## config.mk

```make
export PLATFORM = sky130hd
export DESIGN_NAME = hpg_ratio_unit
export DESIGN_NICKNAME = d
export VERILOG_FILES = /design/src/rtl/hpg_pkg.sv /design/src/rtl/hpg_ratio_unit.sv
export SDC_FILE = /design/constraint.sdc
export NUM_CORES = 1
export LEC_CHECK = 0
export BUFFER_PORTS_ARGS = -buffer_cell sky130_fd_sc_hd__buf_4
export CAP_MARGIN = 20
export CORE_ASPECT_RATIO = 1.1
export CORE_MARGIN = 4
export CORE_UTILIZATION = 30
export DETAILED_ROUTE_END_ITERATION = 10
export GPL_ROUTABILITY_DRIVEN = 0
export PLACE_DENSITY = 0.43
export SYNTH_ARGS = -nofsm -noshare
export SYNTH_HDL_FRONTEND = slang
export SYNTH_SLANG_ARGS = --single-unit
```

## constraint.sdc

```tcl
create_clock -name clk -period 5.16 [get_ports clk]
set_input_delay 1.032 -clock clk [delete_from_list [all_inputs] [get_ports clk]]
set_output_delay 1.032 -clock clk [all_outputs]
set_load 0.005 [all_outputs]
```

## src/rtl/hpg_pkg.sv

```systemverilog
// Shared constants, types and angle tables for the hypotrochoid point generator.
`timescale 1ns / 1ps
`default_nettype none

package hpg_pkg;

  localparam int RADIUS_BITS_DEF   = 10;
  localparam int INDEX_BITS_DEF    = 16;
  localparam int FRAC_BITS_DEF     = 8;
  localparam int CORDIC_STAGES_DEF = 16;

  localparam int OUT_BITS     = 20;
  localparam int ROT_BITS     = 16;
  localparam int PHASE_BITS   = 32;
  localparam int ANG_BITS     = 30;
  localparam int CFG_IDX_BITS = 3;

  localparam logic [29:0] GAIN_FIX    = 30'd652032874;
  localparam logic [30:0] HALF_PI_FIX = 31'd1686629713;

  localparam int RST_OUTER  = 96;
  localparam int RST_INNER  = 36;
  localparam int RST_PEN    = 24;
  localparam int RST_POINTS = 360;
  localparam int RST_FINAL  = 360;
  localparam int RST_ROT    = 0;

  typedef enum logic [CFG_IDX_BITS-1:0] {
    CFG_OUTER  = 3'd0,
    CFG_INNER  = 3'd1,
    CFG_PEN    = 3'd2,
    CFG_POINTS = 3'd3,
    CFG_FINAL  = 3'd4,
    CFG_ROT    = 3'd5
  } cfg_reg_t;

  typedef enum logic [1:0] {
    RU_LOAD,
    RU_GCD,
    RU_DIV,
    RU_IDLE
  } ratio_state_t;

  typedef struct packed {
    logic busy;
    logic neg;
  } ratio_status_t;

  function automatic int cfg_width(input int rb, input int ib);
    int w;
    w = ROT_BITS;
    if (rb > w) w = rb;
    if (ib > w) w = ib;
    return w;
  endfunction

  // Arctangent of 2^-k in radians with 30 fraction bits.
  function automatic logic [29:0] atan_fix(input int k);
    logic [29:0] v;
    case (k)
      0:  v = 30'd843314856;
      1:  v = 30'd497837829;
      2:  v = 30'd263043836;
      3:  v = 30'd133525158;
      4:  v = 30'd67021686;
      5:  v = 30'd33543515;
      6:  v = 30'd16775850;
      7:  v = 30'd8388437;
      8:  v = 30'd4194282;
      9:  v = 30'd2097149;
      10: v = 30'd1048575;
      11: v = 30'd524287;
      12: v = 30'd262143;
      13: v = 30'd131071;
      14: v = 30'd65535;
      15: v = 30'd32767;
      16: v = 30'd16383;
      17: v = 30'd8191;
      18: v = 30'd4095;
      19: v = 30'd2047;
      20: v = 30'd1023;
      21: v = 30'd511;
      22: v = 30'd255;
      23: v = 30'd127;
      default: v = 30'd0;
    endcase
    return v;
  endfunction

endpackage

`default_nettype wire

```

## src/rtl/hpg_ratio_unit.sv

```systemverilog
// Sequential gcd and exact division that reduce the radii to turn count and difference.
`timescale 1ns / 1ps
`default_nettype none

module hpg_ratio_unit
  import hpg_pkg::*;
#(
  parameter int RADIUS_BITS = RADIUS_BITS_DEF
) (
  input  wire logic                   clk,
  input  wire logic                   rst,
  input  wire logic                   start,
  input  wire logic [RADIUS_BITS-1:0] outer,
  input  wire logic [RADIUS_BITS-1:0] inner,
  output logic      [RADIUS_BITS-1:0] count,
  output logic      [RADIUS_BITS-1:0] adiff,
  output ratio_status_t               status
);

  localparam int RB = RADIUS_BITS;
  localparam int CW = $clog2(RB);

  ratio_state_t st;
  ratio_state_t st_next;

  logic [RB-1:0] a;
  logic [RB-1:0] b;
  logic [RB-1:0] q0;
  logic [RB-1:0] q1;
  logic [RB-1:0] rem0;
  logic [RB-1:0] rem1;
  logic [CW-1:0] cnt;
  logic          neg;

  logic [RB-1:0] rr;
  logic [RB-1:0] big;
  logic          r_lt;
  logic [RB:0]   t0;
  logic [RB:0]   t1;
  logic          ge0;
  logic          ge1;
  logic [RB:0]   d0;
  logic [RB:0]   d1;

  always_comb begin
    rr   = (inner == '0) ? RB'(1) : inner;
    r_lt = (outer < rr);
    big  = r_lt ? (rr - outer) : (outer - rr);
    t0   = {rem0, q0[RB-1]};
    t1   = {rem1, q1[RB-1]};
    ge0  = (t0 >= {1'b0, a});
    ge1  = (t1 >= {1'b0, a});
    d0   = t0 - {1'b0, a};
    d1   = t1 - {1'b0, a};
  end

  always_comb begin
    st_next = st;
    unique case (st)
      RU_LOAD: st_next = RU_GCD;
      RU_GCD:  if (b == '0) st_next = RU_DIV;
      RU_DIV:  if (cnt == CW'(RB - 1)) st_next = RU_IDLE;
      RU_IDLE: st_next = RU_IDLE;
      default: st_next = RU_LOAD;
    endcase
    if (start) st_next = RU_LOAD;
  end

  always_ff @(posedge clk) begin
    if (rst) begin
      st <= RU_LOAD;
    end else begin
      st <= st_next;
    end
  end

  always_comb begin
    status.busy = (st != RU_IDLE);
    status.neg  = neg;
    count       = q0;
    adiff       = q1;
  end

  // Subtractive Euclid leaves the gcd in a; then both quotients are found bit by bit.
  always_ff @(posedge clk) begin
    unique case (st)
      RU_LOAD: begin
        a   <= outer;
        b   <= rr;
        q0  <= rr;
        q1  <= big;
        neg <= r_lt;
      end
      RU_GCD: begin
        if (b != '0) begin
          if (a >= b) begin
            a <= a - b;
          end else begin
            a <= b;
            b <= a;
          end
        end
        cnt  <= '0;
        rem0 <= '0;
        rem1 <= '0;
      end
      RU_DIV: begin
        rem0 <= ge0 ? d0[RB-1:0] : t0[RB-1:0];
        rem1 <= ge1 ? d1[RB-1:0] : t1[RB-1:0];
        q0   <= {q0[RB-2:0], ge0};
        q1   <= {q1[RB-2:0], ge1};
        cnt  <= cnt + CW'(1);
      end
      default: begin
      end
    endcase
  end

endmodule

`default_nettype wire

```

==> results.txt <==
The flow ran to the end, and the final reports show no timing, DRC or antenna violations. Static timing analysis puts the maximum clock frequency at 0.261 GHz. The number of remaining DRC errors came out at 0. The slack of the critical path is 1.32 ns. The xor-xnor portion of the synthesized cell area is 0.0419. The row count is 51. The final critical path time including I/O delays and setup came out at about 3.8 ns. Summed over all failing endpoints, the final setup total negative slack is 0 ns. Of all nets on the critical path, the largest fanout is 12. The reported leakage power came out at 2.64 nW. Of the total synthesized cell area, the portion taken by full adders, half adders and majority gates is 0.152. The worst register-to-register path begins at a[1]. Max-cap violations in this run came to 0. The min-delay analysis places its worst path in the category flop to flop. In this run the most critical hold path is launched from count[7]. By area the synthesized netlist is led by edfxtp_1 36%, ha_1 13%, o21ai_0 4.3%.

Setup violations remaining at the end of the flow were counted as 0. The synthesized netlist occupies a cell area of approximately 5400 um^2. The starting utilization of the core area is 0.306. The proportion of netlist area held by the largest area contributor came out at 0.359.

The number of nets in the synthesized netlist came out at 666. Walking the worst path, the cells encountered are buf_4, nor3_1, a41oi_1, inv_1, ha_1, fa_1, nand3b_1, a211oi_1, nor3_2, a22oi_1, xor2_1, mux2_2. The number of buffer and inverter stages on the critical path came out at 2. The share of the clock period used by the worst path is 0.744. The die is around 150 um tall. The post-synthesis cell type with the largest combined area is edfxtp_1.

The clock passes through at most 2 buffers. The sequential cell area fraction in the yosys report came out at 0.367. For this block, the initial DRC count from the detailed router was 231.

After synthesis, the most frequently instantiated cells are 65 x edfxtp_1, 58 x ha_1, 57 x inv_1. The synthesized instance count came out at 580. TritonCTS built the clock tree. The detail route stage leaves a number of antenna-violating nets equal to 0. The top-level I/O count is between 40 and 50. The largest net degree at the start of global routing came out at 43.

The number of clock buffers added by TritonCTS is 9. During synthesis, Yosys emitted a total of 0 warnings. The pre-CTS setup slack is 0.930 ns. For this run, the leading register cell type out of synthesis is edfxtp_1. The transition at the pin with the smallest max-transition slack came out at a little over 0.9 ns.

The worst register-to-register path ends at a[2]. In the global route stage, overall resource usage came out at 0.149. The count of H-tree levels built during CTS is 3. The final count of pins violating max slew is 0. The detailed-route wire length per cell is 16.8 um.

The number of vias per cell is 4.89. The number of buffers inserted by port buffering came out at between 40 and 50. In this run the tightest slew margin relative to its limit is 0.384. Among cell families on the critical path, the largest total delay comes from simple AND/OR/NAND/NOR gates.

The number of gates given a new drive strength after cts is 0. The post-synthesis compound-gate area fraction came to 0.186. The post-CTS clock slew at the launch and capture registers of the worst setup and hold paths is 0.06 ns. After global routing the overflow that remains totals 0. The repair_antennas step left the layout with diodes totalling 0. The number of instances on the worst hold path is 2.

The number of clock sinks seen by CTS came out at 67. The post-CTS repair timing setup buffer count came out at 0. The path with the worst hold slack has its endpoint at count[8]. The logic depth of the worst register-to-register path came out at 10. The slack of the worst reg-to-reg path came out at 1.93 ns. The area growth from synthesis to final layout came out at 16.6%. The post-synthesis simple-gate area fraction came out at 0.141. After the last flow step, the layout net total stands at 700. After filler insertion, the fill cell instance count of the layout stands at 1884. The clock latency on the worst-skew pair came out at 0.35 ns. The via count of the first global-routing pass is 4261. The die is 136 um wide.

The most used standard cell by instance count after synthesis is edfxtp_1. The number of buffers inserted for hold repair after clock tree synthesis is 0. Detailed placement ended at an HPWL of 11300 um. The post-synthesis async set-or-reset flop share came out at 0. On the final layout, the worst clock skew is 0.00795 ns. On the worst path, the slowest cell contributes a delay of 0.75 ns.

Data on the critical path arrives at its endpoint at a little under 4 ns. The routed design has 14400 um of wire. The number of antenna violations at the first check in global routing is 0. The average cell area after synthesis is 9.37 um^2. The post-synthesis mux area share is 0.0465. The area of the core came out at 17700 um^2. The kind of end point of the critical path is a flop. On the critical path, the stage with the largest delay is an instance of nor3_2.

The number of enable flip-flop cells after synthesis came out at 65. The routed layout has 4190 vias. The required arrival time at the worst endpoint came out at approximately 5.3 ns. The die covers approximately 20000 um^2. The peak ir drop on the vdd network came out at 140 uV. The total iterations of the first detailed-routing run is 5. The total power divided by cell area is 414 nW/um^2.

The tightest hold path in the finished design has a slack of around 0.57 ns. The global-route wire length before repair came out at between 20000 and 25000 um. By area, the combinational part of the netlist is dominated by compound AO/OA/AOI/OAI gates. The flip-flop and latch count after synthesis came out at 67.

The count of unique library cells instantiated by Yosys came out at 64. Clock tree synthesis selected as its root buffer the cell clkbuf_16. Setup repair after global routing left no endpoint under its margin. STA classifies the critical path startpoint as an input pin. The worst setup path is of the input pin to flop kind.

The share of post-route cells with drive strength above 1 is 0.155. The count of endpoints failing hold in the final timing report is 0.
[metal layers]
| metal | vias up | track usage | share of wire |
|---|---|---|---|
| met5 | - | 0 | 0 |
| met1 | 1962 | 0.186 | 0.45 |
| met2 | 66 | 0.251 | 0.50 |
| met4 | 0 | 0.0595 | 0.025 |
| li1 | 2141 | - | - |
| met3 | 21 | 0.0280 | 0.034 |
[registers in the layout (all words and copies together), names as in the netlist]
register	cells
a	10
adiff	10
b	10
cnt	4
count	10
neg	1
rem0	10
rem1	10
st	2
[layout by cell type (no fill, tap or decap), types with 3 or more instances in the layout]
master,netlist,routed
a211oi_1,4,4
a41oi_1,3,3
a21oi_1,40,40
xor2_1,9,9
fa_1,5,5
edfxtp_1,65,65
clkbuf_16,0,9
bufinv_16,0,3
or2_2,5,5
o211ai_1,3,3
o2111ai_1,3,3
nand2b_1,7,7
nand3_1,8,8
buf_4,3,49
o21a_1,7,7
a31oi_1,3,3
nand2_1,45,45
nor3_1,11,11
mux2_2,10,10
o21ai_1,3,3
a221oi_1,3,3
ha_1,58,58
nor2b_1,11,11
nand4_1,3,3
a21boi_0,5,5
xnor2_1,17,17
o41ai_1,3,3
nand3b_1,3,3
mux2i_1,14,14
a21o_1,8,8
o21ai_0,47,47
nor2_1,55,55
inv_1,57,57
[power by group]
part	switching, mW	leakage [nW]	total [mW]	internal [mW]
registers	0.0762	0.665	0.807	0.731
logic	0.610	1.81	1.09	0.479
clock network	0.257	0.165	0.728	0.471
[area by class of cell]
cell class	instances	area (um^2)	area share
Multi-Input combinational cell	428	3080	0.487
Inverter	57	214	0.0338
Clock inverter	7	116	0.0184
Timing Repair Buffer	51	407	0.0642
Clock buffer	9	225	0.0356
Sequential cell	67	1990	0.314
Tap cell	238	298	0.0470
[per-stage QoR]
step | utilization | std cells | power (mW) | cell area, um^2
finish | 0.357 | 857 | 2.62 | 6330
global route | 0.357 | 857 | 2.82 | 6330
CTS | 0.356 | 856 | 2.65 | 6320
detailed placement | 0.337 | 840 | 1.91 | 5980
global placement | 0.336 | 839 | 1.89 | 5950
floorplan | - | 580 | 1.60 | 5430
[logic make-up after synthesis]
kind of cell / count (synthesis)
and+or+nand+nor: 162
AOI/OAI and AO/OA: 153
buffers and inverters: 85
DFF: 67
adders and majority gates: 63
xor gates and xnor gates: 26
muxes: 24
[tightest hold or removal path, delay by kind of cell, from the launching register on]
family             cells  cell delay, ns
DFF                    1            0.35
and+or+nand+nor        1            0.05
AOI/OAI and AO/OA      1            0.06
[worst max path at each step]
stage / start / endpoint / cells past startpoint
2_1_floorplan: inner[1] / adiff[4] / 13
3_3_place_gp: inner[1] / adiff[8] / 12
3_5_place_dp: inner[1] / adiff[8] / 12
4_1_cts: inner[1] / adiff[8] / 12
5_1_grt: inner[1] / adiff[2] / 12
6_report: inner[1] / adiff[8] / 12
Note: power is estimated with default switching activity, not from simulation.
