==> config.mk <==
export PLATFORM = sky130hd
export DESIGN_NAME = hpg_cordic_cell
export DESIGN_NICKNAME = d
export VERILOG_FILES = /design/src/rtl/hpg_pkg.sv /design/src/rtl/hpg_cordic_cell.sv
export SDC_FILE = /design/constraint.sdc
export NUM_CORES = 1
export LEC_CHECK = 0
export BUFFER_PORTS_ARGS = -buffer_cell sky130_fd_sc_hd__buf_2
export CAP_MARGIN = 20
export CORE_MARGIN = 1.5
export CORE_UTILIZATION = 62
export CTS_CLUSTER_DIAMETER = 120
export CTS_CLUSTER_SIZE = 30
export DETAILED_ROUTE_END_ITERATION = 16
export PLACE_DENSITY = 0.84
export SYNTH_ARGS = -nofsm -noshare
export SYNTH_HDL_FRONTEND = slang
export SYNTH_SLANG_ARGS = --single-unit
==> constraint.sdc <==
create_clock -name clk -period 7 [get_ports clk]
set_input_delay 1.4 -clock clk [delete_from_list [all_inputs] [get_ports clk]]
set_output_delay 1.4 -clock clk [all_outputs]
set_load 0.02 [all_outputs]
==> src/rtl/hpg_pkg.sv <==
// Shared constants, types and angle tables for the hypotrochoid point generator.
`timescale 1ns / 1ps
`default_nettype none

package hpg_pkg;

  localparam int RADIUS_BITS_DEF   = 10;
  localparam int INDEX_BITS_DEF    = 16;
  localparam int FRAC_BITS_DEF     = 8;
  localparam int CORDIC_STAGES_DEF = 16;

  localparam int OUT_BITS     = 20;
  localparam int ROT_BITS     = 16;
  localparam int PHASE_BITS   = 32;
  localparam int ANG_BITS     = 30;
  localparam int CFG_IDX_BITS = 3;

  localparam logic [29:0] GAIN_FIX    = 30'd652032874;
  localparam logic [30:0] HALF_PI_FIX = 31'd1686629713;

  localparam int RST_OUTER  = 96;
  localparam int RST_INNER  = 36;
  localparam int RST_PEN    = 24;
  localparam int RST_POINTS = 360;
  localparam int RST_FINAL  = 360;
  localparam int RST_ROT    = 0;

  typedef enum logic [CFG_IDX_BITS-1:0] {
    CFG_OUTER  = 3'd0,
    CFG_INNER  = 3'd1,
    CFG_PEN    = 3'd2,
    CFG_POINTS = 3'd3,
    CFG_FINAL  = 3'd4,
    CFG_ROT    = 3'd5
  } cfg_reg_t;

  typedef enum logic [1:0] {
    RU_LOAD,
    RU_GCD,
    RU_DIV,
    RU_IDLE
  } ratio_state_t;

  typedef struct packed {
    logic busy;
    logic neg;
  } ratio_status_t;

  function automatic int cfg_width(input int rb, input int ib);
    int w;
    w = ROT_BITS;
    if (rb > w) w = rb;
    if (ib > w) w = ib;
    return w;
  endfunction

  // Arctangent of 2^-k in radians with 30 fraction bits.
  function automatic logic [29:0] atan_fix(input int k);
    logic [29:0] v;
    case (k)
      0:  v = 30'd843314856;
      1:  v = 30'd497837829;
      2:  v = 30'd263043836;
      3:  v = 30'd133525158;
      4:  v = 30'd67021686;
      5:  v = 30'd33543515;
      6:  v = 30'd16775850;
      7:  v = 30'd8388437;
      8:  v = 30'd4194282;
      9:  v = 30'd2097149;
      10: v = 30'd1048575;
      11: v = 30'd524287;
      12: v = 30'd262143;
      13: v = 30'd131071;
      14: v = 30'd65535;
      15: v = 30'd32767;
      16: v = 30'd16383;
      17: v = 30'd8191;
      18: v = 30'd4095;
      19: v = 30'd2047;
      20: v = 30'd1023;
      21: v = 30'd511;
      22: v = 30'd255;
      23: v = 30'd127;
      default: v = 30'd0;
    endcase
    return v;
  endfunction

endpackage

`default_nettype wire

==> src/rtl/hpg_cordic_cell.sv <==
// One rotation-mode CORDIC micro-rotation with registered x, y and angle.
`timescale 1ns / 1ps
`default_nettype none

module hpg_cordic_cell
  import hpg_pkg::*;
#(
  parameter int XW = RADIUS_BITS_DEF + 32,
  parameter int ZW = 33,
  parameter int K  = 0
) (
  input  wire logic                 clk,
  input  wire logic                 en,
  input  wire logic signed [XW-1:0] x_in,
  input  wire logic signed [XW-1:0] y_in,
  input  wire logic signed [ZW-1:0] z_in,
  output logic      signed [XW-1:0] x_out,
  output logic      signed [XW-1:0] y_out,
  output logic      signed [ZW-1:0] z_out
);

  localparam logic signed [ZW-1:0] ANG = $signed(ZW'(atan_fix(K)));

  logic signed [XW-1:0] dx;
  logic signed [XW-1:0] dy;

  always_comb begin
    dx = y_in >>> K;
    dy = x_in >>> K;
  end

  always_ff @(posedge clk) begin
    if (en) begin
      if (!z_in[ZW-1]) begin
        x_out <= x_in - dx;
        y_out <= y_in + dy;
        z_out <= z_in - ANG;
      end else begin
        x_out <= x_in + dx;
        y_out <= y_in - dy;
        z_out <= z_in + ANG;
      end
    end
  end

endmodule

`default_nettype wire

==> results of run 1 <==
state kept, by name, indices dropped and copies added, names as in the netlist:
| name | count |
|---|---|
| z_out | 33 |
| x_out | 42 |
| y_out | 41 |
worst max-delay path by stage:
stage / to / depth (start not counted) / slack (ps) / from
3_5_place_dp: x_out[39] / 12 / 2160 / x_in[22]
4_1_cts: x_out[39] / 12 / 2520 / x_in[22]
6_report: y_out[41] / 12 / 2440 / x_in[12]
2_1_floorplan: z_out[29] / 13 / 2070 / z_in[32]
5_1_grt: y_out[41] / 12 / 2310 / x_in[6]
3_3_place_gp: x_out[39] / 12 / 2200 / x_in[22]
through the flow:
step | instances | hold WS (ps) | setup slack, ps | util | area [um2]
2_1_floorplan | 1482 | 1500 | 2070 | - | 12500
3_3_place_gp | 1926 | 1580 | 2200 | 0.703 | 13800
3_5_place_dp | 1926 | 1580 | 2160 | 0.703 | 13800
4_1_cts | 1956 | 1150 | 2520 | 0.733 | 14400
5_1_grt | 1956 | 1150 | 2310 | 0.733 | 14400
6_report | 1956 | 1160 | 2440 | 0.733 | 14400
logic make-up (layout without fill, tap and decap cells):
group,after synthesis,count (layout),share of synthesized area
compound gates,511,511,0.269
simple gates,385,385,0.149
buf+inv,198,407,0.0614
fa+ha+maj,155,155,0.158
flops,116,116,0.279
xor+xnor,101,101,0.0709
mux,16,16,0.0128
cells in the mapped netlist, drive strengths merged, types with 5 or more instances:
| cell | n | share of area |
|---|---|---|
| or3 | 11 | 0.0055 |
| mux2i | 16 | 0.013 |
| a21boi | 8 | 0.0048 |
| o21bai | 34 | 0.020 |
| o21a | 10 | 0.0060 |
| a21o | 42 | 0.025 |
| a2111oi | 8 | 0.0076 |
| a211oi | 21 | 0.013 |
| ha | 151 | 0.15 |
| nor3 | 25 | 0.011 |
| or2 | 10 | 0.0052 |
| o21ai | 102 | 0.042 |
| o311ai | 8 | 0.0056 |
| xor2 | 19 | 0.013 |
| nand3 | 26 | 0.010 |
| nand2b | 16 | 0.0086 |
| nand4 | 17 | 0.0085 |
| nor4b | 5 | 0.0035 |
| and3 | 10 | 0.0050 |
| nor2 | 130 | 0.039 |
| buf | 30 | 0.011 |
| o211ai | 19 | 0.012 |
| a31oi | 13 | 0.0065 |
| nor4 | 13 | 0.0065 |
| o31ai | 12 | 0.0072 |
| a221oi | 11 | 0.0087 |
| a21oi | 170 | 0.068 |
| a2bb2oi | 5 | 0.0035 |
| clkbuf | 29 | 0.0087 |
| nor2b | 20 | 0.010 |
| xnor2 | 82 | 0.058 |
| or4 | 5 | 0.0033 |
| inv | 135 | 0.041 |
| edfxtp | 116 | 0.28 |
| a22oi | 5 | 0.0030 |
| nand2 | 86 | 0.026 |
worst max-delay path, cell delays in order:
cell and delay (ps):
buf_2 110, inv_1 40, ha_1 600, inv_1 250, a21oi_1 320, a21boi_0 180, o311ai_1 660, a21oi_1 190
nor3_2 360, nor4_1 100, a211oi_1 360, xnor2_1 120
placed cells by master (no fill, tap or decap), types with 19 or more instances in the layout:
cell,n
a211oi_1,19
a21o_1,42
a21oi_1,170
buf_2,233
edfxtp_1,116
ha_1,151
inv_1,133
nand2_1,86
nand3_1,26
nor2_1,130
nor2b_1,20
nor3_1,23
o21ai_0,80
o21ai_1,21
o21bai_1,34
xnor2_1,82
xor2_1,19
per-layer routing:
layer,vias to the layer above,track usage
met2,847,0.622
li1,5790,-
met4,0,0.161
met3,153,0.0790
met5,-,0
met1,5886,0.512
where the power goes:
group / total, W / switching (W) / internal, W
Sequential: 0.000963 / 0.0000390 / 0.000924
Combinational: 0.00122 / 0.000802 / 0.000420
Clock: 0.000926 / 0.000340 / 0.000586
Total: 0.00311 / 0.00118 / 0.00193
final cells by class:
cell class                      count  share of cell area
Multi-Input combinational cell   1168               0.573
Sequential cell                   116               0.243
Timing Repair Buffer              238              0.0838
Inverter                          139              0.0363
Clock buffer                       18              0.0299
Tap cell                          265              0.0231
Clock inverter                     12              0.0114
==> impl_metrics.env, run 1 <==
export IMPL_status="finished, final reports clean"
export IMPL_ant_nets=0
export IMPL_slew_headroom=0.310
export IMPL_synth_cell_types=84
export IMPL_power_density_nw_per_um2=217
export IMPL_clkSinkCount=116
export IMPL_clk_pin_slew_worst_paths_ps=50
export IMPL_drcViolationCount=0
export IMPL_hold_class="input port to register"
export IMPL_cap_violations=0
export IMPL_multiInputGateArea_um2=8230
export IMPL_seqCellArea_um2=3480
export IMPL_setup_violations=0
export IMPL_num_fill_cells=1529
export IMPL_io_buffers=235
export IMPL_yosys_warnings=0
export IMPL_cp_max_fo=13
export IMPL_hold_depth=1
export IMPL_critPathLaunchType="input port"
export IMPL_wl_met3_um=4460
export IMPL_syn_nets=1756
export IMPL_worst_setup_path_end_kind="register"
export IMPL_hold_start="z_in[2]"
export IMPL_synth_avg_cell_area_um2=8.42
export IMPL_p_leak_nw=6.47
export IMPL_cts_setup_buffers=0
export IMPL_drt_iter0_drc=1396
export IMPL_rsz0062_at_grt="false"
export IMPL_diodes=0
export IMPL_rows=51
export IMPL_syn_cell_area_um2=12500
export IMPL_hpwlAfterDp_um=31800
export IMPL_cts_resized=0
export IMPL_globalRouteOverflowTotal=0
export IMPL_arrival_ps=4710
export IMPL_worst_slew_pin_transition_ps=1030
export IMPL_core_um2=19600
export IMPL_first_pass_iters=6
export IMPL_clock_path_buffers=2
export IMPL_synthToLayoutAreaGrowth_pct=15.1
export IMPL_min_to="z_out[2]"
export IMPL_irDropWorstVdd_v=0.000186
export IMPL_synth_seq_cells=116
export IMPL_track_usage=0.389
export IMPL_layout_drive_gt1_share=0.174
export IMPL_ys_dominant_reg_cell="edfxtp_1"
export IMPL_finalMaxSlewViolations=0
export IMPL_dieArea_um2=21000
export IMPL_fmax_mhz=219
export IMPL_gp_congestion=1.02
export IMPL_topRoutingLayerUsed="met4"
export IMPL_cts_root_buffer="clkbuf_16"
export IMPL_required_ps=7140
export IMPL_finalCriticalPeriod_ps=4560
export IMPL_finalSetupTns_ps=0
export IMPL_power_w=0.00311
export IMPL_grt_pass1_wl_um=62800
export IMPL_ys_seq_area_frac=0.279
export IMPL_fp_dieH_um=145
export IMPL_grt_pass1_vias=11700
export IMPL_fin_crit_sh=0.652
export IMPL_via_per_inst=6.48
export IMPL_ios=236
export IMPL_cts_hold_buf=0
export IMPL_start_util=0.637
export IMPL_hold_viol_final=0
export IMPL_die_w_um=145
export IMPL_critPathKind="input port to register"
export IMPL_grt_max_degree=91
export IMPL_syn_inst=1482
export IMPL_dr_total_vias=12700
export IMPL_dr_wl_met2_um=18600
export IMPL_wirelength_um=41200
export IMPL_antenna_found_initial=0
export IMPL_synth_edff_count=116
export IMPL_tritoncts="done"
export IMPL_m1WireLength_um=16400
export IMPL_cts_buffers=17
export IMPL_synthArstFlopShare=0
export IMPL_ctsHtreeMaxLevel=4
export IMPL_fin_nets=1954
export IMPL_post_drt_wl_per_cell_um=21.1
Note: power is estimated with default switching activity, not from simulation.
==> inputs of run 2 (changes only) <==
Settings changed: CORE_UTILIZATION 62 to 52, PLACE_DENSITY 0.84 to 0.75.
Clock period 7 ns to 3.9 ns, I/O delays scaled along.
==> run 2 against run 1 <==
- sequential share of layout area decreased by 1.6 points
- worst hold slack got worse by 630 ps
- die area increased by 19%
- critical path depth unchanged
- critical endpoint is now x_out[40]
- total power increased by 83%
- cell area increased by 7.1%
- routed wire length increased by 3.2%
- first-iteration DRC count decreased by 9.4%
- sequential cell count unchanged
- clock-buffer cell count decreased by 1
- clock power increased by 74%
- worst setup slack got worse by 2200 ps
- critical path type unchanged
==> impl_metrics.env, run 2 (synthesis gave the netlist of run 1 again) <==
export IMPL_critPathKind="input port to register"
export IMPL_clock_path_buffers=2
export IMPL_hold_depth=1
export IMPL_worstPathBufferInverterCount=1
export IMPL_cts_hold_buf=0
export IMPL_grt_pass1_wl_um=65100
export IMPL_finalMaxSlewViolations=0
export IMPL_die_w_um=158
export IMPL_required_ps=4060
export IMPL_largest_reg_flops=42
export IMPL_critPathLaunchType="input port"
export IMPL_fin_crit_sh=0.942
export IMPL_cts_buffers=17
export IMPL_dp_cells=2106
export IMPL_grt_pass1_vias=12000
export IMPL_p_clk_frac=0.282
export IMPL_track_usage=0.340
export IMPL_final_cell_mix="buf_2, a21oi_1, ha_1"
export IMPL_start_util=0.530
export IMPL_grt_max_degree=64
export IMPL_multiInputGateArea_um2=8230
export IMPL_antenna_found_initial=1
export IMPL_fmax_mhz=272
export IMPL_drcViolationCount=0
export IMPL_core_um2=23500
export IMPL_cts_root_buffer="clkbuf_16"
export IMPL_setup_worst_path_start="x_in[0]"
export IMPL_fin_nets=2080
export IMPL_first_pass_iters=6
export IMPL_synthToLayoutAreaGrowth_pct=23.3
export IMPL_tritoncts="done"
export IMPL_largestRegisters="x_out (42), y_out (41), z_out (33)"
export IMPL_power_density_nw_per_um2=370
export IMPL_num_fill_cells=2092
export IMPL_irDropWorstVdd_v=0.000253
export IMPL_p_seq_frac=0.300
export IMPL_hold_class="input port to register"
export IMPL_layout_drive_gt1_share=0.235
export IMPL_cp_depth=12
export IMPL_final_common_cell="buf_2"
export IMPL_p_comb_frac=0.418
export IMPL_gp_congestion=0.972
export IMPL_clk_pin_slew_worst_paths_ps=60
export IMPL_setup_violations=0
export IMPL_post_drt_wl_per_cell_um=19.9
export IMPL_crit_family="compound AO/OA/AOI/OAI gates"
export IMPL_rows=56
export IMPL_hpwlAfterDp_um=34300
export IMPL_cp_slowest_cell="nor3_1"
export IMPL_seqCellArea_um2=3480
export IMPL_dr_total_vias=12700
export IMPL_globalRouteOverflowTotal=0
export IMPL_crit_top_cell="nor3_1"
export IMPL_via_per_inst=5.95
export IMPL_worst_setup_path_end_kind="register"
export IMPL_hold_viol_final=0
export IMPL_drt_iter0_drc=1265
export IMPL_p_sw_frac=0.386
export IMPL_finalSetupTns_ps=0
export IMPL_path_cells="buf_2 -> ha_1 -> fa_1 -> nand2b_1 -> a221oi_1 -> o311a_1 -> o21ai_1 -> a31oi_1 -> nor3_1 -> nor3_1 -> a211oi_1 -> xor2_1"
export IMPL_slew_headroom=0.387
export IMPL_clkSinkCount=116
export IMPL_finalNonFillerCells=2139
export IMPL_rsz0062_at_grt="false"
export IMPL_endpoint="x_out[40]"
export IMPL_p_int_w=0.00350
export IMPL_status="finished, final reports clean"
export IMPL_p_leak_nw=7.08
export IMPL_fp_dieH_um=158
export IMPL_critPathMaxStageDelay_ps=760
export IMPL_cap_violations=0
export IMPL_io_buffers=235
export IMPL_arrival_ps=3840
export IMPL_ant_nets=0
export IMPL_power_switching_w=0.00220
export IMPL_ios=236
export IMPL_ctsHtreeMaxLevel=4
export IMPL_largest_register="x_out"
export IMPL_power_w=0.00569
export IMPL_wirelength_um=42500
export IMPL_cts_resized=0
export IMPL_finalCriticalPeriod_ps=3680
export IMPL_cts_setup_buffers=0
export IMPL_worst_slew_pin_transition_ps=912
export IMPL_cp_max_fo=5
export IMPL_dieArea_um2=24900
[run 2: power by group through the flow]
stage / combinational [W] / sequential (W) / clock, W
floorplan: 0.00117 / 0.00201 / 0
global placement: 0.00231 / 0.00173 / 0
detailed placement: 0.00233 / 0.00173 / 0
CTS: 0.00234 / 0.00171 / 0.00162
global route: 0.00256 / 0.00173 / 0.00166
finish: 0.00238 / 0.00171 / 0.00161
[run 2: worst min path at each step]
stage / startpoint / to
3_3_place_gp: z_in[1] / z_out[1]
3_5_place_dp: z_in[2] / z_out[2]
5_1_grt: z_in[2] / z_out[2]
4_1_cts: z_in[2] / z_out[2]
2_1_floorplan: z_in[0] / z_out[0]
6_report: z_in[0] / z_out[0]
[run 2: routing by layer]
metal | routed length (um) | track usage | share of wire
met2 | 18800 | 0.538 | 0.44
met4 | 1190 | 0.117 | 0.028
met3 | 3860 | 0.0567 | 0.091
met5 | 0 | 0 | 0
met1 | 18700 | 0.468 | 0.44
[run 2: stage by stage]
stage / setup WS, ps / hold WS (ps) / instance area [um2] / utilization
2_1_floorplan: 33.2 / 879 / 12500 / -
3_3_place_gp: -126 / 957 / 14800 / 0.629
3_5_place_dp: -139 / 959 / 14800 / 0.629
4_1_cts: 301 / 520 / 15400 / 0.653
5_1_grt: 38.8 / 521 / 15400 / 0.653
6_report: 225 / 525 / 15400 / 0.653
[run 2: cell type report]
type | instances | area share
multi-input cells | 1168 | 0.535
inverters | 139 | 0.0339
flip-flops and latches | 116 | 0.226
well taps | 319 | 0.0259
diodes | 1 | 0.000163
clock inverters | 15 | 0.0102
repair buffers | 364 | 0.141
clock buffers | 17 | 0.0277
