`config.mk`:
```
export PLATFORM = sky130hd
export DESIGN_NAME = hpg_div_cell
export DESIGN_NICKNAME = d
export VERILOG_FILES = /design/src/rtl/hpg_pkg.sv /design/src/rtl/hpg_div_cell.sv
export SDC_FILE = /design/constraint.sdc
export NUM_CORES = 1
export LEC_CHECK = 0
export BUFFER_PORTS_ARGS = -buffer_cell sky130_fd_sc_hd__buf_4
export CAP_MARGIN = 5
export CELL_PAD_IN_SITES_DETAIL_PLACEMENT = 0
export CELL_PAD_IN_SITES_GLOBAL_PLACEMENT = 1
export CORE_MARGIN = 2
export CORE_UTILIZATION = 39
export DETAILED_ROUTE_END_ITERATION = 12
export GPL_TIMING_DRIVEN = 0
export PLACE_DENSITY = 0.95
export SLEW_MARGIN = 0
export SYNTH_ARGS = -nofsm -noshare
export SYNTH_HDL_FRONTEND = slang
export SYNTH_SLANG_ARGS = --single-unit
```
`constraint.sdc`:
```
create_clock -name clk -period 5 [get_ports clk]
set_input_delay 0.25 -clock clk [delete_from_list [all_inputs] [get_ports clk]]
set_output_delay 0.25 -clock clk [all_outputs]
set_load 0.005 [all_outputs]
```
`src/rtl/hpg_pkg.sv`:
```
// Shared constants, types and angle tables for the hypotrochoid point generator.
`timescale 1ns / 1ps
`default_nettype none

package hpg_pkg;

  localparam int RADIUS_BITS_DEF   = 10;
  localparam int INDEX_BITS_DEF    = 16;
  localparam int FRAC_BITS_DEF     = 8;
  localparam int CORDIC_STAGES_DEF = 16;

  localparam int OUT_BITS     = 20;
  localparam int ROT_BITS     = 16;
  localparam int PHASE_BITS   = 32;
  localparam int ANG_BITS     = 30;
  localparam int CFG_IDX_BITS = 3;

  localparam logic [29:0] GAIN_FIX    = 30'd652032874;
  localparam logic [30:0] HALF_PI_FIX = 31'd1686629713;

  localparam int RST_OUTER  = 96;
  localparam int RST_INNER  = 36;
  localparam int RST_PEN    = 24;
  localparam int RST_POINTS = 360;
  localparam int RST_FINAL  = 360;
  localparam int RST_ROT    = 0;

  typedef enum logic [CFG_IDX_BITS-1:0] {
    CFG_OUTER  = 3'd0,
    CFG_INNER  = 3'd1,
    CFG_PEN    = 3'd2,
    CFG_POINTS = 3'd3,
    CFG_FINAL  = 3'd4,
    CFG_ROT    = 3'd5
  } cfg_reg_t;

  typedef enum logic [1:0] {
    RU_LOAD,
    RU_GCD,
    RU_DIV,
    RU_IDLE
  } ratio_state_t;

  typedef struct packed {
    logic busy;
    logic neg;
  } ratio_status_t;

  function automatic int cfg_width(input int rb, input int ib);
    int w;
    w = ROT_BITS;
    if (rb > w) w = rb;
    if (ib > w) w = ib;
    return w;
  endfunction

  // Arctangent of 2^-k in radians with 30 fraction bits.
  function automatic logic [29:0] atan_fix(input int k);
    logic [29:0] v;
    case (k)
      0:  v = 30'd843314856;
      1:  v = 30'd497837829;
      2:  v = 30'd263043836;
      3:  v = 30'd133525158;
      4:  v = 30'd67021686;
      5:  v = 30'd33543515;
      6:  v = 30'd16775850;
      7:  v = 30'd8388437;
      8:  v = 30'd4194282;
      9:  v = 30'd2097149;
      10: v = 30'd1048575;
      11: v = 30'd524287;
      12: v = 30'd262143;
      13: v = 30'd131071;
      14: v = 30'd65535;
      15: v = 30'd32767;
      16: v = 30'd16383;
      17: v = 30'd8191;
      18: v = 30'd4095;
      19: v = 30'd2047;
      20: v = 30'd1023;
      21: v = 30'd511;
      22: v = 30'd255;
      23: v = 30'd127;
      default: v = 30'd0;
    endcase
    return v;
  endfunction

endpackage

`default_nettype wire

```
`src/rtl/hpg_div_cell.sv`:
```
// One restoring division step with its own remainder and shift registers.
`timescale 1ns / 1ps
`default_nettype none

module hpg_div_cell
  import hpg_pkg::*;
#(
  parameter int W  = INDEX_BITS_DEF,
  parameter int SW = PHASE_BITS
) (
  input  wire logic          clk,
  input  wire logic          en,
  input  wire logic [W-1:0]  d,
  input  wire logic [W-1:0]  rem_in,
  input  wire logic [SW-1:0] sw_in,
  output logic      [W-1:0]  rem_out,
  output logic      [SW-1:0] sw_out
);

  logic [W:0] t;
  logic [W:0] diff;
  logic       ge;

  always_comb begin
    t    = {rem_in, sw_in[SW-1]};
    ge   = (t >= {1'b0, d});
    diff = t - {1'b0, d};
  end

  // The dividend leaves at the top of the shift word while quotient bits enter below.
  always_ff @(posedge clk) begin
    if (en) begin
      rem_out <= ge ? diff[W-1:0] : t[W-1:0];
      sw_out  <= {sw_in[SW-2:0], ge};
    end
  end

endmodule

`default_nettype wire

```
==> results of run 1 <==
[metal layers]
layer | vias to the layer above | part of all wire (%) | GRT usage [%]
li1 | 992 | - | -
met1 | 908 | 41 | 19.9
met2 | 79 | 50 | 28.6
met3 | 5 | 7.8 | 3.60
met4 | 0 | 1.3 | 5.19
met5 | - | 0 | 0
[state kept, by name, summed over array words and instances, names as in the netlist]
register / cells
sw_out: 32
rem_out: 16
[cell families after synthesis]
| family | count (synthesis) |
|---|---|
| multiplexers | 15 |
| flip-flops | 48 |
| buffers and inverters | 26 |
| AO/OA/AOI/OAI | 55 |
| AND/OR/NAND/NOR | 33 |
| adder cells (fa/ha/maj) | 17 |
| XOR/XNOR | 9 |
[power groups by stage]
| stage | logic [uW] | registers [uW] | clock network (uW) |
|---|---|---|---|
| 2_1_floorplan | 134 | 520 | 0 |
| 6_report | 273 | 507 | 339 |
| 3_5_place_dp | 274 | 516 | 0 |
| 4_1_cts | 276 | 507 | 344 |
| 5_1_grt | 300 | 510 | 357 |
| 3_3_place_gp | 268 | 513 | 0 |
[final cells by class]
cell class | instances | area [um^2] | area share (%)
timing repair buffer | 113 | 848 | 23.1
tap | 77 | 96.3 | 2.63
buffer | 4 | 31.3 | 0.853
inverter | 22 | 82.6 | 2.25
sequential | 48 | 1440 | 39.3
clock inverter | 3 | 68.8 | 1.88
multi-input combinational | 129 | 1030 | 28.1
clock buffer | 5 | 68.8 | 1.88
[cells in the final DEF, fill, tap and decap left out, types with 7 or more instances in the layout]
cell type,n
nor2_1,12
mux2_2,7
buf_4,115
a21o_1,7
ha_1,16
nand2_1,8
inv_1,22
edfxtp_1,48
o21ai_0,12
a21oi_1,14
[worst max-delay path: cells and delay by family]
kind | cells | cell delay [ns]
multiplexers | 1 | 0.31
AO/OA/AOI/OAI | 5 | 1.26
adder cells (fa/ha/maj) | 1 | 0.37
buffers and inverters | 3 | 0.35
[metrics by stage]
stage               setup WS (ns)  power (uW)  cells
global route                 2.35        1170    401
floorplan                    2.59         654    203
global placement             2.20         781    393
CTS                          2.51        1130    401
detailed placement           2.19         790    393
finish                       2.52        1120    401
[worst min-delay path by stage]
stage	to	depth (start not counted)	startpoint	slack, ns
finish	sw_out[19]$_DFFE_PP_	1	sw_in[18]	0.12
global route	sw_out[19]$_DFFE_PP_	1	sw_in[18]	0.11
CTS	sw_out[19]$_DFFE_PP_	1	sw_in[18]	0.11
detailed placement	sw_out[17]$_DFFE_PP_	1	sw_in[16]	0.43
global placement	sw_out[24]$_DFFE_PP_	1	sw_in[23]	0.43
floorplan	sw_out[10]$_DFFE_PP_	0	sw_in[9]	0.35
==> impl_metrics.env, run 1 <==
export IMPL_outcome="finished clean"
export IMPL_synthSimpleGateAreaFrac_pct=6.39
export IMPL_crit_type="in -> reg"
export IMPL_cts_resized=0
export IMPL_rsz0062_at_grt="no"
export IMPL_dr_pass1_iters=4
export IMPL_synthMuxAreaShare_pct=7.31
export IMPL_cts_num_sinks=48
export IMPL_numPortBuffers=113
export IMPL_die_width_um=85.4
export IMPL_cap_violations=0
export IMPL_synth_edff_count=48
export IMPL_synth_adder_area_share_pct=8.51
export IMPL_coreArea_um2=6390
export IMPL_groute_usage_overall_pct=16.3
export IMPL_clk_pin_slew_ns=0.10
export IMPL_vias=1984
export IMPL_ys_seq_area_share_pct=55.7
export IMPL_final_core_util_pct=57.4
export IMPL_holdBufCountCts=0
export IMPL_yosysWarnings=0
export IMPL_synth_ff_type="edfxtp_1"
export IMPL_grt_overflow=0
export IMPL_viasPerCell=4.95
export IMPL_slowest_stage="a31oi_4"
export IMPL_numCtsBuffers=5
export IMPL_switching_share_pct=23.9
export IMPL_slowest_delay_ns=0.38
export IMPL_ios=114
export IMPL_syn_area_um2=2590
export IMPL_crit_path_start="d[4]"
export IMPL_clock_path_buffers=2
export IMPL_cts_root_buf="clkbuf_8"
export IMPL_start_util_pct=40.5
export IMPL_synth_compound_area_share_pct=14.6
export IMPL_htree_levels=2
export IMPL_slew_viol_final=0
export IMPL_detail_route_wl_per_cell_um=15.0
export IMPL_drt_first_iter_violations=79
export IMPL_fmax_ghz=0.403
export IMPL_dieHeight_um=85.4
export IMPL_holdCritPathClass="in -> reg"
export IMPL_fin_crit_ns=2.48
export IMPL_endpoint="rem_out[11]$_DFFE_PP_"
export IMPL_antenna_found_initial=0
export IMPL_cts_tree="done"
export IMPL_gp_congestion=0.787
export IMPL_crit_path_start_kind="primary input"
export IMPL_drc_errors=0
export IMPL_setup_tns_ns=0
export IMPL_synth_cell_types=39
export IMPL_avgSynthCellArea_um2=12.7
export IMPL_synthTopCellsByCount="48 x edfxtp_1, 22 x inv_1, 16 x ha_1, 14 x a21oi_1"
export IMPL_area_growth_pct=41.8
export IMPL_endpoint_kind="flop"
export IMPL_final_cell_area_um2=3670
export IMPL_layout_drive_gt1_share_pct=44.1
export IMPL_synth_area_leaders="edfxtp_1 56%, ha_1 7.7%, mux2_4 3.5%, inv_1 3.2%, mux2_2 3.0%"
export IMPL_synthArstFlopShare_pct=0
export IMPL_antenna_cells=0
export IMPL_combPwrFrac_pct=24.4
export IMPL_routed_wirelength_um=6030
export IMPL_syn_nets=286
export IMPL_worst_endpoint_required_ns=5.06
export IMPL_synth_top_family_by_area="compound AO/OA/AOI/OAI gates"
export IMPL_cp_cell_sequence="buf_4, inv_1, ha_1, a211oi_1, o211ai_1, o21ai_2, o211ai_2, a31oi_4, buf_6, mux2_4"
export IMPL_p_int_uw=852
export IMPL_nets=406
export IMPL_ir_worst_vdd_mv=0.190
export IMPL_grt_max_degree=49
export IMPL_worst_pin_slew_ns=0.606
export IMPL_synth_most_common_cell="edfxtp_1"
export IMPL_synth_top_area_share_pct=55.7
export IMPL_yosys_area_top_type="edfxtp_1"
export IMPL_synth_cells=203
export IMPL_dpl_hpwl_um=4710
export IMPL_p_per_area_nw_per_um2=305
export IMPL_crit_fanout=10
export IMPL_finalHoldViolCount=0
export IMPL_fp_row_count=29
export IMPL_switchingPower_uw=267
export IMPL_cts_post_setup_buffers_inserted=0
export IMPL_p_leak_uw=0.00166
export IMPL_setup_violations=0
export IMPL_period_share_pct=49.6
export IMPL_seqPwrFrac_pct=45.3
export IMPL_grt_pass1_vias=1876
export IMPL_num_fill_cells=529
export IMPL_synthXorXnorAreaFrac_pct=3.05
export IMPL_dieArea_um2=7300
export IMPL_ys_ff_latch=48
export IMPL_hold_worst_slack_ns=0.116
export IMPL_clkPwrFrac_pct=30.3
export IMPL_worstPathArrival_ns=2.54
export IMPL_grt_pass1_wl_um=9310
export IMPL_ant_nets=0
export IMPL_worst_slew_margin_rel_pct=59.6
export IMPL_placed_cell_area_um2=3530
(Power assumes the default switching activity.)
==> run 2, diff against run 1 <==
ABC_AREA = 1   (was not set)
CORE_UTILIZATION = 35   (was 39)
PLACE_DENSITY = 0.92   (was 0.95)
clock period = 2.6 ns   (was 5 ns; I/O delays follow)
==> impl_metrics.env, run 2 <==
export IMPL_antenna_cells=0
export IMPL_detail_route_wl_per_cell_um=12.4
export IMPL_crit_path_start_kind="primary input"
export IMPL_synth_compound_area_share_pct=2.27
export IMPL_dieArea_um2=8610
export IMPL_endpoint_kind="flop"
export IMPL_p_int_uw=1520
export IMPL_vias=2488
export IMPL_htree_levels=2
export IMPL_dpl_hpwl_um=5300
export IMPL_p_leak_uw=0.00212
export IMPL_setup_violations=0
export IMPL_fp_row_count=32
export IMPL_drc_errors=0
export IMPL_synth_cells=317
export IMPL_largest_reg_flops=32
export IMPL_holdBufCountCts=17
export IMPL_dr_pass1_iters=4
export IMPL_period_share_pct=60.3
export IMPL_clk_pin_slew_ns=0.08
export IMPL_outcome="finished clean"
export IMPL_die_width_um=92.8
export IMPL_final_common_cell="nand2_1"
export IMPL_synth_most_common_cell="nand2_1"
export IMPL_worstPathArrival_ns=1.62
export IMPL_avgSynthCellArea_um2=8.71
export IMPL_grt_max_degree=49
export IMPL_synth_area_leaders="edfxtp_1 52%, nand2_1 16%, inv_1 8.2%, ha_1 7.3%, nand3_1 3.1%"
export IMPL_coreArea_um2=7690
export IMPL_seqPwrFrac_pct=47.1
export IMPL_setup_tns_ns=0
export IMPL_routed_wirelength_um=7100
export IMPL_combPwrFrac_pct=27.0
export IMPL_start_util_pct=35.9
export IMPL_worst_pin_slew_ns=0.588
export IMPL_synth_top_area_share_pct=52.2
export IMPL_p_per_area_nw_per_um2=498
export IMPL_holdCritPathClass="in -> reg"
export IMPL_ys_ff_latch=48
export IMPL_synth_edff_count=48
export IMPL_groute_usage_overall_pct=16.0
export IMPL_switching_share_pct=26.1
export IMPL_finalWorstSetupSlack_ns=1.03
export IMPL_dieHeight_um=92.8
export IMPL_cts_resized=0
export IMPL_synth_adder_area_share_pct=7.98
export IMPL_syn_nets=400
export IMPL_synth_ff_type="edfxtp_1"
export IMPL_crit_fanout=10
export IMPL_drt_first_iter_violations=55
export IMPL_synthSimpleGateAreaFrac_pct=25.9
export IMPL_crit_type="in -> reg"
export IMPL_clock_path_buffers=2
export IMPL_cts_tree="done"
export IMPL_antenna_found_initial=0
export IMPL_grt_pass1_wl_um=10900
export IMPL_cts_num_sinks=48
export IMPL_cts_root_buf="clkbuf_8"
export IMPL_synthTopCellsByCount="120 x nand2_1, 60 x inv_1, 48 x edfxtp_1, 17 x nand3_1"
export IMPL_top_register="sw_out"
export IMPL_cap_violations=0
export IMPL_synthMuxAreaShare_pct=0
export IMPL_worst_endpoint_required_ns=2.66
export IMPL_layout_drive_gt1_share_pct=28.0
export IMPL_synth_cell_types=22
export IMPL_rsz0062_at_grt="no"
export IMPL_numCtsBuffers=5
export IMPL_synthArstFlopShare_pct=0
export IMPL_slew_viol_final=0
export IMPL_grt_pass1_vias=2372
export IMPL_area_growth_pct=50.3
export IMPL_syn_area_um2=2760
export IMPL_numPortBuffers=113
export IMPL_fmax_ghz=0.638
export IMPL_ant_nets=0
export IMPL_grt_overflow=0
export IMPL_worst_slew_margin_rel_pct=60.8
export IMPL_fin_crit_ns=1.57
export IMPL_synthXorXnorAreaFrac_pct=1.90
export IMPL_gp_congestion=0.836
export IMPL_cts_post_setup_buffers_inserted=0
export IMPL_yosys_area_top_type="edfxtp_1"
export IMPL_ir_worst_vdd_mv=0.189
export IMPL_switchingPower_uw=539
export IMPL_clkPwrFrac_pct=25.9
export IMPL_dp_slack_ns=0.693
export IMPL_finalHoldViolCount=0
export IMPL_final_cell_mix="120 x nand2_1, 113 x buf_4, 60 x inv_1"
export IMPL_yosysWarnings=0
export IMPL_nets=550
export IMPL_synth_top_family_by_area="simple AND/OR/NAND/NOR gates"
export IMPL_top_regs="sw_out: 32 flops, rem_out: 16 flops"
export IMPL_ios=114
export IMPL_viasPerCell=4.36
export IMPL_ys_seq_area_share_pct=52.2
[run 2: cell type report]
cell class	instances	area, um^2
Buffer	3	42.5
Clock buffer	5	68.8
Clock inverter	3	42.5
Fill cell	701	3540
Inverter	60	225
Multi-Input combinational cell	206	1050
Sequential cell	48	1440
Tap cell	102	128
Timing Repair Buffer	143	1150
[run 2: logic make-up after synthesis]
group / after synthesis
AND/OR/NAND/NOR: 171
AO/OA/AOI/OAI: 12
XOR/XNOR: 6
adder cells (fa/ha/maj): 17
buffers and inverters: 63
flip-flops: 48
[run 2: power groups by stage]
stage | sequential, uW | clock, uW | combinational (uW)
3_3_place_gp | 984 | 0 | 517
5_1_grt | 977 | 572 | 626
4_1_cts | 970 | 547 | 546
2_1_floorplan | 997 | 0 | 246
3_5_place_dp | 988 | 0 | 524
6_report | 971 | 535 | 558
[run 2: through the flow]
| step | util [%] | hold WS [ns] | power (uW) | area, um^2 | cells |
|---|---|---|---|---|---|
| 5_1_grt | 54.0 | 0.00381 | 2180 | 4150 | 570 |
| 4_1_cts | 52.3 | 0.000461 | 2060 | 4020 | 557 |
| 3_5_place_dp | 48.6 | 0.310 | 1510 | 3740 | 532 |
| 2_1_floorplan | - | 0.229 | 1240 | 2760 | 317 |
| 3_3_place_gp | 48.6 | 0.308 | 1500 | 3740 | 532 |
| 6_report | 54.0 | 0.0135 | 2060 | 4150 | 570 |
[run 2: layer usage]
metal / part of all wire, % / vias to the layer above / track usage (%) / wire length, um
met5: 0 / - / 0 / 0
li1: - / 1300 / - / -
met2: 51 / 70 / 28.6 / 3600
met3: 5.0 / 5 / 2.60 / 355
met1: 43 / 1113 / 19.8 / 3070
met4: 0.99 / 0 / 4.78 / 70
[run 2: final timing paths]
kind | startpoint | endpoint | slack [ns] | cells after the start
hold / removal | sw_in[9] | sw_out[10]$_DFFE_PP_ | 0.01 | 1
setup / recovery | rem_in[6] | rem_out[6]$_DFFE_PP_ | 1.03 | 12
[run 2: critical path, stage by stage]
cell and delay [ns]:
buf_4 0.11, ha_1 0.34, nand2_1 0.12, nor2_1 0.16
nand2_1 0.12, nor2_1 0.11, nor2_1 0.06, nand2_2 0.07
inv_1 0.12, buf_6 0.18, nand2_1 0.05, nand2_1 0.05
==> run 3, diff against run 2 <==
CORE_UTILIZATION = 31   (was 35)
PLACE_DENSITY = 0.87   (was 0.92)
clock period = 1.27 ns   (was 2.6 ns; I/O delays follow)
==> impl_metrics.env, run 3 (synthesis results as in run 2) <==
export IMPL_rsz0062_at_grt="yes"
export IMPL_die_width_um=98.4
export IMPL_largest_reg_flops=32
export IMPL_slew_viol_final=0
export IMPL_nets=576
export IMPL_period_share_pct=108
export IMPL_top_regs="sw_out: 32 flops, rem_out: 16 flops"
export IMPL_vias=2734
export IMPL_layout_drive_gt1_share_pct=50.5
export IMPL_crit_path_start_kind="primary input"
export IMPL_placed_cell_area_um2=4010
export IMPL_dieHeight_um=98.4
export IMPL_critPathMostFrequentCell="nand2_1"
export IMPL_dr_pass1_iters=4
export IMPL_grt_overflow=0
export IMPL_grt_max_degree=49
export IMPL_fmax_ghz=0.728
export IMPL_worst_pin_slew_ns=0.590
export IMPL_grt_pass1_wl_um=12400
export IMPL_final_core_util_pct=57.1
export IMPL_ir_worst_vdd_mv=0.415
export IMPL_final_cell_area_um2=4950
export IMPL_worstPathArrival_ns=1.44
export IMPL_cts_num_sinks=48
export IMPL_numPortBuffers=113
export IMPL_setup_tns_ns=-1.13
export IMPL_viasPerCell=4.55
export IMPL_crit_fanout=7
export IMPL_dpl_hpwl_um=5540
export IMPL_start_util_pct=31.8
export IMPL_worst_slew_margin_rel_pct=60.7
export IMPL_p_per_area_nw_per_um2=991
export IMPL_dieArea_um2=9670
export IMPL_worst_endpoint_required_ns=1.34
export IMPL_finalHoldViolCount=0
export IMPL_cts_root_buf="clkbuf_8"
export IMPL_ant_nets=0
export IMPL_cap_violations=0
export IMPL_gp_congestion=0.886
export IMPL_slowest_delay_ns=0.20
export IMPL_drt_first_iter_violations=117
export IMPL_hold_worst_slack_ns=0.0352
export IMPL_routed_wirelength_um=8180
export IMPL_setup_violations=17
export IMPL_cp_cell_sequence="buf_4, inv_2, ha_4, nand2_2, inv_2, nand2_1, nand2_1, nand2_1, nand2_1, nor2_2, nand2_2, buf_8, clkbuf_16, nand3_2, nand2_1"
export IMPL_numCtsBuffers=5
export IMPL_fin_crit_ns=1.37
export IMPL_endpoint_kind="flop"
export IMPL_clock_path_buffers=2
export IMPL_antenna_found_initial=0
export IMPL_htree_levels=2
export IMPL_final_cell_mix="124 x buf_4, 78 x nand2_1, 48 x edfxtp_1"
export IMPL_holdCritPathClass="in -> reg"
export IMPL_grt_pass1_vias=2725
export IMPL_ios=114
export IMPL_critPathTopFamily="simple AND/OR/NAND/NOR gates"
export IMPL_slowest_stage="ha_4"
export IMPL_failed_checks="negative setup slack"
export IMPL_finalWorstSetupSlack_ns=-0.103
export IMPL_num_fill_cells=738
export IMPL_antenna_cells=0
export IMPL_top_register="sw_out"
export IMPL_cp_num_buf_inv=5
export IMPL_final_common_cell="buf_4"
export IMPL_clk_pin_slew_ns=0.09
export IMPL_crit_type="in -> reg"
export IMPL_detail_route_wl_per_cell_um=13.6
export IMPL_outcome="complete, but fails checks"
export IMPL_area_growth_pct=79.5
export IMPL_fp_row_count=34
export IMPL_coreArea_um2=8680
export IMPL_cts_tree="done"
export IMPL_drc_errors=0
export IMPL_groute_usage_overall_pct=15.8
export IMPL_p_leak_uw=0.00234
==> run 3: layout make-up <==
type / instances / area (um^2) / share of cell area, %
Buffer: 3 / 50.0 / 1.01
Clock buffer: 5 / 68.8 / 1.39
Clock inverter: 2 / 60.1 / 1.21
Inverter: 60 / 258 / 5.20
Multi-Input combinational cell: 206 / 1510 / 30.6
Sequential cell: 48 / 1440 / 29.1
Tap cell: 108 / 135 / 2.73
Timing Repair Buffer: 169 / 1430 / 28.8
==> run 3: where the power goes <==
group | internal, uW | total, uW | switching [uW]
Clock | 775 | 1290 | 513
Combinational | 882 | 1640 | 757
Sequential | 1940 | 1980 | 43.4
==> run 3: timing repair <==
action	in CTS	in global routing
endpoints found under the hold margin	31	0
hold buffers	31	0
gates resized for setup	50	36
pin swaps	28	34
cloned	0	2
setup buffers	17	6
endpoints found under the setup margin	15	17
==> run 3: through the flow <==
| stage | power (uW) | cells | worst slack, ns |
|---|---|---|---|
| after detailed placement | 3260 | 538 | -0.482 |
| after floorplan | 2670 | 317 | -0.135 |
| after CTS | 4780 | 593 | -0.0346 |
| final | 4910 | 601 | -0.103 |
| after global placement | 3230 | 538 | -0.461 |
| after global routing | 5150 | 601 | -0.164 |
==> run 3: metal layers <==
| layer | up-vias | global-route usage [%] | wire [um] |
|---|---|---|---|
| met5 | - | 0 | 0 |
| met3 | 9 | 2.58 | 410 |
| met1 | 1271 | 18.3 | 3280 |
| li1 | 1365 | - | - |
| met4 | 0 | 4.74 | 87 |
| met2 | 89 | 29.7 | 4400 |
==> run 3: path summary, 6_finish.rpt <==
check / startpoint / end / slack (ns) / cells after the start
min: rem_in[13] / rem_out[14]$_DFFE_PP_ / 0.04 / 3
max: d[12] / rem_out[14]$_DFFE_PP_ / -0.10 / 15
